## src/rtl/pli_pkg.sv

```systemverilog
package pli_pkg;

    // List depth and derived widths.
    localparam int DEPTH  = 16;
    localparam int IDX_W  = $clog2(DEPTH);
    localparam int CNT_W  = $clog2(DEPTH + 1);
    localparam int POS_W  = 5;
    localparam int DATA_W = 32;
    localparam int STAT_W = 2;
    localparam int ECNT_W = 5;
    localparam int CMP_W  = ((CNT_W > POS_W) ? CNT_W : POS_W) + 1;

    // Operation codes.
    localparam logic OP_INSERT = 1'b0;
    localparam logic OP_DELETE = 1'b1;

    // Status codes.
    localparam logic [STAT_W-1:0] STATUS_DONE    = 2'd0;
    localparam logic [STAT_W-1:0] STATUS_BAD_POS = 2'd1;
    localparam logic [STAT_W-1:0] STATUS_FULL    = 2'd2;

    // Broadcast from the control logic to every cell of the row.
    typedef struct packed {
        logic                     wr_en;
        logic                     op;
        logic [POS_W-1:0]         position;
        logic signed [DATA_W-1:0] value;
    } pli_ctrl_t;

endpackage

```

## src/rtl/pli_cell.sv

```systemverilog
module pli_cell (
    input  logic                              clk,
    input  logic [pli_pkg::IDX_W-1:0]         cell_index,
    input  pli_pkg::pli_ctrl_t                ctrl,
    input  logic signed [pli_pkg::DATA_W-1:0] left_entry,
    input  logic signed [pli_pkg::DATA_W-1:0] right_entry,
    output logic signed [pli_pkg::DATA_W-1:0] entry
);

    logic signed [pli_pkg::DATA_W-1:0] entry_reg;
    logic signed [pli_pkg::DATA_W-1:0] entry_next;
    logic [pli_pkg::CMP_W-1:0]         slot;
    logic [pli_pkg::CMP_W-1:0]         pos_ext;

    // This cell's 1-based place in the list, and the requested position.
    assign slot    = pli_pkg::CMP_W'(cell_index) + pli_pkg::CMP_W'(1);
    assign pos_ext = pli_pkg::CMP_W'(ctrl.position);

    // An insert takes the new value at the position and the left neighbor
    // past it; a delete takes the right neighbor from the position onward.
    always_comb
    begin
        entry_next = entry_reg;
        if (ctrl.wr_en)
        begin
            if (ctrl.op == pli_pkg::OP_INSERT)
            begin
                if (slot == pos_ext)
                begin
                    entry_next = ctrl.value;
                end
                else if (slot > pos_ext)
                begin
                    entry_next = left_entry;
                end
            end
            else if (slot >= pos_ext)
            begin
                entry_next = right_entry;
            end
        end
    end

    always_ff @(posedge clk)
    begin
        entry_reg <= entry_next;
    end

    assign entry = entry_reg;

endmodule

```

## src/rtl/positional_list_insert_delete.sv

```systemverilog
// Results are registered: a result beat appears in the cycle after its item beat is accepted.
// Throughput: one item per cycle; every cell of the row shifts in the same
// cycle, so the item rate is set only by the output register being free.
// Reset: rst_n clears the entry count and the output valid; the cell
// contents are not reset and are written before they are ever read.
module positional_list_insert_delete (
    input  logic                              clk,
    input  logic                              rst_n,
    input  logic                              item_valid,
    output logic                              item_ready,
    input  logic                              opcode,
    input  logic [pli_pkg::POS_W-1:0]         position,
    input  logic signed [pli_pkg::DATA_W-1:0] value,
    output logic                              result_valid,
    input  logic                              result_ready,
    output logic [pli_pkg::STAT_W-1:0]        status,
    output logic signed [pli_pkg::DATA_W-1:0] removed_value,
    output logic [pli_pkg::ECNT_W-1:0]        entry_count
);

    logic                              accept;
    pli_pkg::pli_ctrl_t                ctrl;
    logic signed [pli_pkg::DATA_W-1:0] cell_entry [pli_pkg::DEPTH];

    logic [pli_pkg::CNT_W-1:0]         count_reg;
    logic [pli_pkg::CNT_W-1:0]         count_next;
    logic                              valid_reg;
    logic [pli_pkg::STAT_W-1:0]        status_reg;
    logic [pli_pkg::STAT_W-1:0]        status_next;
    logic signed [pli_pkg::DATA_W-1:0] removed_reg;
    logic signed [pli_pkg::DATA_W-1:0] removed_next;
    logic [pli_pkg::ECNT_W-1:0]        ecount_reg;

    logic [pli_pkg::CMP_W-1:0]         pos_ext;
    logic [pli_pkg::CMP_W-1:0]         cnt_ext;
    logic [pli_pkg::CMP_W-1:0]         sel;

    // A new item enters whenever the output register is empty or draining.
    assign item_ready = !valid_reg || result_ready;
    assign accept     = item_valid && item_ready;

    assign pos_ext = pli_pkg::CMP_W'(position);
    assign cnt_ext = pli_pkg::CMP_W'(count_reg);
    assign sel     = pos_ext - pli_pkg::CMP_W'(1);

    // Range and capacity checks, new count and the removed entry.
    always_comb
    begin
        status_next  = pli_pkg::STATUS_DONE;
        removed_next = '0;
        count_next   = count_reg;
        if (opcode == pli_pkg::OP_INSERT)
        begin
            if (pos_ext == '0 || pos_ext > cnt_ext + pli_pkg::CMP_W'(1))
            begin
                status_next = pli_pkg::STATUS_BAD_POS;
            end
            else if (cnt_ext >= pli_pkg::CMP_W'(pli_pkg::DEPTH))
            begin
                status_next = pli_pkg::STATUS_FULL;
            end
            else
            begin
                count_next = count_reg + pli_pkg::CNT_W'(1);
            end
        end
        else
        begin
            if (pos_ext == '0 || pos_ext > cnt_ext)
            begin
                status_next = pli_pkg::STATUS_BAD_POS;
            end
            else
            begin
                removed_next = cell_entry[sel[pli_pkg::IDX_W-1:0]];
                count_next   = count_reg - pli_pkg::CNT_W'(1);
            end
        end
    end

    // Broadcast to the row of cells.
    always_comb
    begin
        ctrl.wr_en    = accept && (status_next == pli_pkg::STATUS_DONE);
        ctrl.op       = opcode;
        ctrl.position = position;
        ctrl.value    = value;
    end

    // The row of cells; each hands its entry to both neighbors.
    genvar gi;
    generate
        for (gi = 0; gi < pli_pkg::DEPTH; gi++)
        begin : g_cell
            logic signed [pli_pkg::DATA_W-1:0] left_in;
            logic signed [pli_pkg::DATA_W-1:0] right_in;

            if (gi == 0)
            begin : g_first
                assign left_in = value;
            end
            else
            begin : g_mid_l
                assign left_in = cell_entry[gi-1];
            end

            if (gi == pli_pkg::DEPTH - 1)
            begin : g_last
                assign right_in = '0;
            end
            else
            begin : g_mid_r
                assign right_in = cell_entry[gi+1];
            end

            pli_cell u_cell (
                .clk         (clk),
                .cell_index  (pli_pkg::IDX_W'(gi)),
                .ctrl        (ctrl),
                .left_entry  (left_in),
                .right_entry (right_in),
                .entry       (cell_entry[gi])
            );
        end
    endgenerate

    // Entry count and output valid.
    always_ff @(posedge clk or negedge rst_n)
    begin
        if (!rst_n)
        begin
            count_reg <= '0;
            valid_reg <= 1'b0;
        end
        else
        begin
            if (accept)
            begin
                count_reg <= count_next;
                valid_reg <= 1'b1;
            end
            else if (result_ready)
            begin
                valid_reg <= 1'b0;
            end
        end
    end

    // Result payload register.
    always_ff @(posedge clk)
    begin
        if (accept)
        begin
            status_reg  <= status_next;
            removed_reg <= removed_next;
            ecount_reg  <= pli_pkg::ECNT_W'(pli_pkg::CMP_W'(count_next));
        end
    end

    assign result_valid  = valid_reg;
    assign status        = status_reg;
    assign removed_value = removed_reg;
    assign entry_count   = ecount_reg;

    // The list never holds more than its depth.
    assert property (@(posedge clk) disable iff (!rst_n)
        pli_pkg::CMP_W'(count_reg) <= pli_pkg::CMP_W'(pli_pkg::DEPTH))
        else $error("entry count above depth");

    // A good insert grows the list by one.
    assert property (@(posedge clk) disable iff (!rst_n)
        accept && opcode == pli_pkg::OP_INSERT && status_next == pli_pkg::STATUS_DONE
        |=> pli_pkg::CMP_W'(count_reg) == pli_pkg::CMP_W'($past(count_reg)) + pli_pkg::CMP_W'(1))
        else $error("insert did not grow the list");

    // A rejected item leaves the count alone.
    assert property (@(posedge clk) disable iff (!rst_n)
        accept && status_next != pli_pkg::STATUS_DONE |=> $stable(count_reg))
        else $error("rejected item changed the count");

    // Every accepted item leaves a result beat behind.
    assert property (@(posedge clk) disable iff (!rst_n)
        accept |=> valid_reg)
        else $error("accepted item gave no result");

endmodule

```

## config.mk

```make
export PLATFORM = sky130hd
export DESIGN_NAME = positional_list_insert_delete
export DESIGN_NICKNAME = d
export VERILOG_FILES = /design/src/rtl/pli_pkg.sv /design/src/rtl/pli_cell.sv /design/src/rtl/positional_list_insert_delete.sv
export SDC_FILE = /design/constraint.sdc
export NUM_CORES = 1
export LEC_CHECK = 0
export BUFFER_PORTS_ARGS = -buffer_cell sky130_fd_sc_hd__buf_4
export CAP_MARGIN = 20
export CORE_MARGIN = 1.5
export CORE_UTILIZATION = 58
export CTS_CLUSTER_DIAMETER = 40
export DETAILED_ROUTE_END_ITERATION = 8
export GPL_TIMING_DRIVEN = 0
export PLACE_DENSITY_LB_ADDON = 0.08
export RECOVER_POWER = 50
export SYNTH_ARGS = -nofsm -noshare
export SYNTH_HDL_FRONTEND = slang
export SYNTH_SLANG_ARGS = --single-unit
export TNS_END_PERCENT = 30
```

## constraint.sdc

```tcl
create_clock -name clk -period 5.2 [get_ports clk]
set_input_delay 0.26 -clock clk [delete_from_list [all_inputs] [get_ports clk]]
set_output_delay 0.26 -clock clk [all_outputs]
set_load 0.02 [all_outputs]
```

==> metrics.csv <==
metric,value,unit
status,"finished, violations left",
failing checks,"capacitance limit, slew limit",
crit path kind,flop to flop,
Seq pwr share,38.2,%
Die Ht,237,um
endpoints failing hold,0,
worst-margin pin slew,1840,ps
top-area cell type share of the netlist area,51.9,%
Most used DFF post-synth,edfxtp_1,
WP buf/inv,1,
Syn Area/Cell,11.9,um2
RR Endpoint,g_cell[3].u_cell.entry[10],
largest net degree at the start of global routing,36,
CP Data Required Time,5530,ps
post-DP HPWL,80700,um
gate count of the mapped netlist,2688,
Placed Cells,3483,
first-pass GRT wire length,174000,um
Internal Power,10.2,mW
Detail Route Antenna Nets,0,
Synth Register Bits,557,
Die ar.,56400,um2
Nets,2956,
"Distinct cells, synth",56,
RSZ-0062 raised after global routing,false,
Pwr per Cell Area,380,nW/um2
crit-path most repeated cell,nand3_1,
XOR/XNOR share of the synthesized area,0.330,%
Crit path max-delay family,compound AO/OA/AOI/OAI gates,
Post-Route Utilization,69.0,%
setup TNS,0,ps
"Slew Viols, Final",16,
root buf cell,clkbuf_16,
Hold Path Stages,3,
HP Class,input port to flop,
post-synthesis mux area share,25.2,%
Clock Skew,24.4,ps
switching power,3.91,mW
P_leak,12.8,nW
combinational power share,14.1,%
IO Port Bufs,81,
most frequent cells after synthesis,"551 x edfxtp_1, 519 x nand2_1, 480 x mux2i_1",
1st-pass router iterations,6,
Critical Path AT,4640,ps
Iter 0 DRT Violations,3927,
Yosys top cell by area,edfxtp_1,
chip width,237,um
area delta synth->final,16.9,%
CTS Buf Count,96,
relative max-transition margin,-23.9,%
simple-gate share of the synthesized area,7.98,%
number of global-route vias before repair,25600,
Clock power frac,47.7,%
drt wl/cell,32.9,um
max FFs per register,512,
H-tree levels,3,
Synth Cell Area,31900,um2
synth top area cells,"edfxtp_1 52%, mux2i_1 15%, mux4_2 9.0%, o21ai_0 6.9%, nand2_1 6.1%",
sequential area share after synthesis,52.4,%
Synth Area in Compound Gates,9.82,%
GRT overflow,0,
Vias,26300,
R2R depth,11,
final wirelength,121000,um
fin cells,3675,
GRT Util Overall,43.0,%
switch share,27.6,%
r2r startpoint,count_reg[0],
antenna violations before repair,1,
maximum VDD drop,0.000257,V
Synth async-reset ratio,1.08,%
drt via density,7.15,
Post-Synth Adder-Cell Area,0.628,%
hold path startpoint,value[29],
CTS Buffer Depth,3,
max incr delay on CP,990,ps
"Clk pin slew, worst setup/hold paths",60,ps
Worst setup EP type,flop,
"Max FO, Critical Path",17,
Final period util,82.8,%
residual DRC count,0,
minimum clock period,4310,ps
syn nets,2746,
clock latency on the worst-skew pair,660,ps
Worst Setup Start Kind,flop,
Initial Util,59.0,%
IO Count,83,
Hold EP,g_cell[3].u_cell.entry[29],
row count,85,
layout cells sized above 1,16.4,%
main combinational cell family by area after synthesis,multiplexers,
synthesis warning total,0,
Post-synth EDFFs,551,
final hold slack,52.7,ps
Max-Cap Viols,2,
Placer Congestion,0.986,
CTS tree,done,
Post-CTS Setup Inserts,0,
Core Area,54000,um2
CP Cell Sequence,ha_1 > nand3_1 > xnor2_1 > ha_1 > nand3_1 > o21bai_1 > a31oi_1 > o21ai_1 > nand3_1 > a21oi_4 > buf_12,
number of setup violations in the final report,0,
slowest library cell on the worst path,a21oi_4,
R2R Setup Slk,890,ps
fmax,232,MHz
clock sink total,557,
top-count cell post-synth,edfxtp_1,
==> worst max path at each step <==
stage	start	endpoint	slack [ps]	cells after the start
6_report	count_reg[0]	g_cell[3].u_cell.entry[10]	890	11
3_5_place_dp	position[1]	g_cell[3].u_cell.entry[14]	1000	13
2_1_floorplan	result_valid	g_cell[12].u_cell.entry[0]	880	8
3_3_place_gp	count_reg[0]	g_cell[5].u_cell.entry[15]	-1640	10
5_1_grt	count_reg[0]	g_cell[4].u_cell.entry[9]	720	11
4_1_cts	count_reg[0]	g_cell[3].u_cell.entry[10]	970	11
==> cell families after synthesis <==
family	after synthesis
mux	640
buf+inv	270
flops	557
fa+ha+maj	16
compound gates	579
xor+xnor	12
simple gates	614
==> per-layer routing <==
metal	part of all wire [%]	vias up	track usage [%]
met2	43	2307	62.7
li1	-	10500	-
met3	15	437	14.8
met1	36	13000	56.6
met4	6.0	2	23.5
met5	0.011	-	0
==> power groups by stage <==
stage | logic [mW] | registers, mW | clock network [mW]
6_report | 1.99 | 5.40 | 6.75
5_1_grt | 2.07 | 5.42 | 6.91
4_1_cts | 1.95 | 5.39 | 6.72
3_5_place_dp | 1.93 | 5.48 | 0
3_3_place_gp | 1.82 | 5.49 | 0
2_1_floorplan | 1.13 | 5.49 | 0
==> worst reg2reg max path: cells and delay by family, from the launching register on <==
kind                       cells  cell delay (ps)
AOI/OAI and AO/OA              4             1670
and+or+nand+nor                3              780
adders and majority gates      2              600
DFF                            1              460
buffers and inverters          1              300
xor gates and xnor gates       1              150
==> repair_timing <==
action                    in CTS  in global routing
hold buffers                   4                  0
hold endpoints to repair       7                  0
gates resized for setup        0                  0
==> area by class of cell <==
type | count | area (um2)
Antenna cell | 2 | 5.00
Buffer | 257 | 1100
Clock buffer | 102 | 2470
Clock inverter | 75 | 927
Fill cell | 4033 | 16700
Inverter | 13 | 50.0
Multi-Input combinational cell | 1861 | 14200
Sequential cell | 557 | 16700
Tap cell | 696 | 871
Timing Repair Buffer | 112 | 976
==> stage by stage <==
step	cell area [um2]	power, mW	setup slack (ps)
5_1_grt	37300	14.4	724
2_1_floorplan	31900	6.61	877
4_1_cts	37400	14.1	969
3_3_place_gp	33400	7.32	-1640
3_5_place_dp	33900	7.41	1000
6_report	37300	14.1	893
==> placed cells by master, fill, tap and decap left out, drive strengths merged, types with 3 or more instances in the layout <==
cell type,n
mux2i,480
buf,137
nor2b,34
nand2b,5
a31oi,5
and3,5
clkinv,37
dlygate4sd3,4
mux4,128
or3,3
a211oi,65
inv,21
clkbuf,330
ha,16
nor3,7
dfrtp,6
nand2,519
o21ai,454
nor2,16
mux2,32
a21oi,42
edfxtp,551
clkinvlp,13
bufinv,17
nand3,11
xnor2,12
Note: power is estimated with default switching activity, not from simulation.
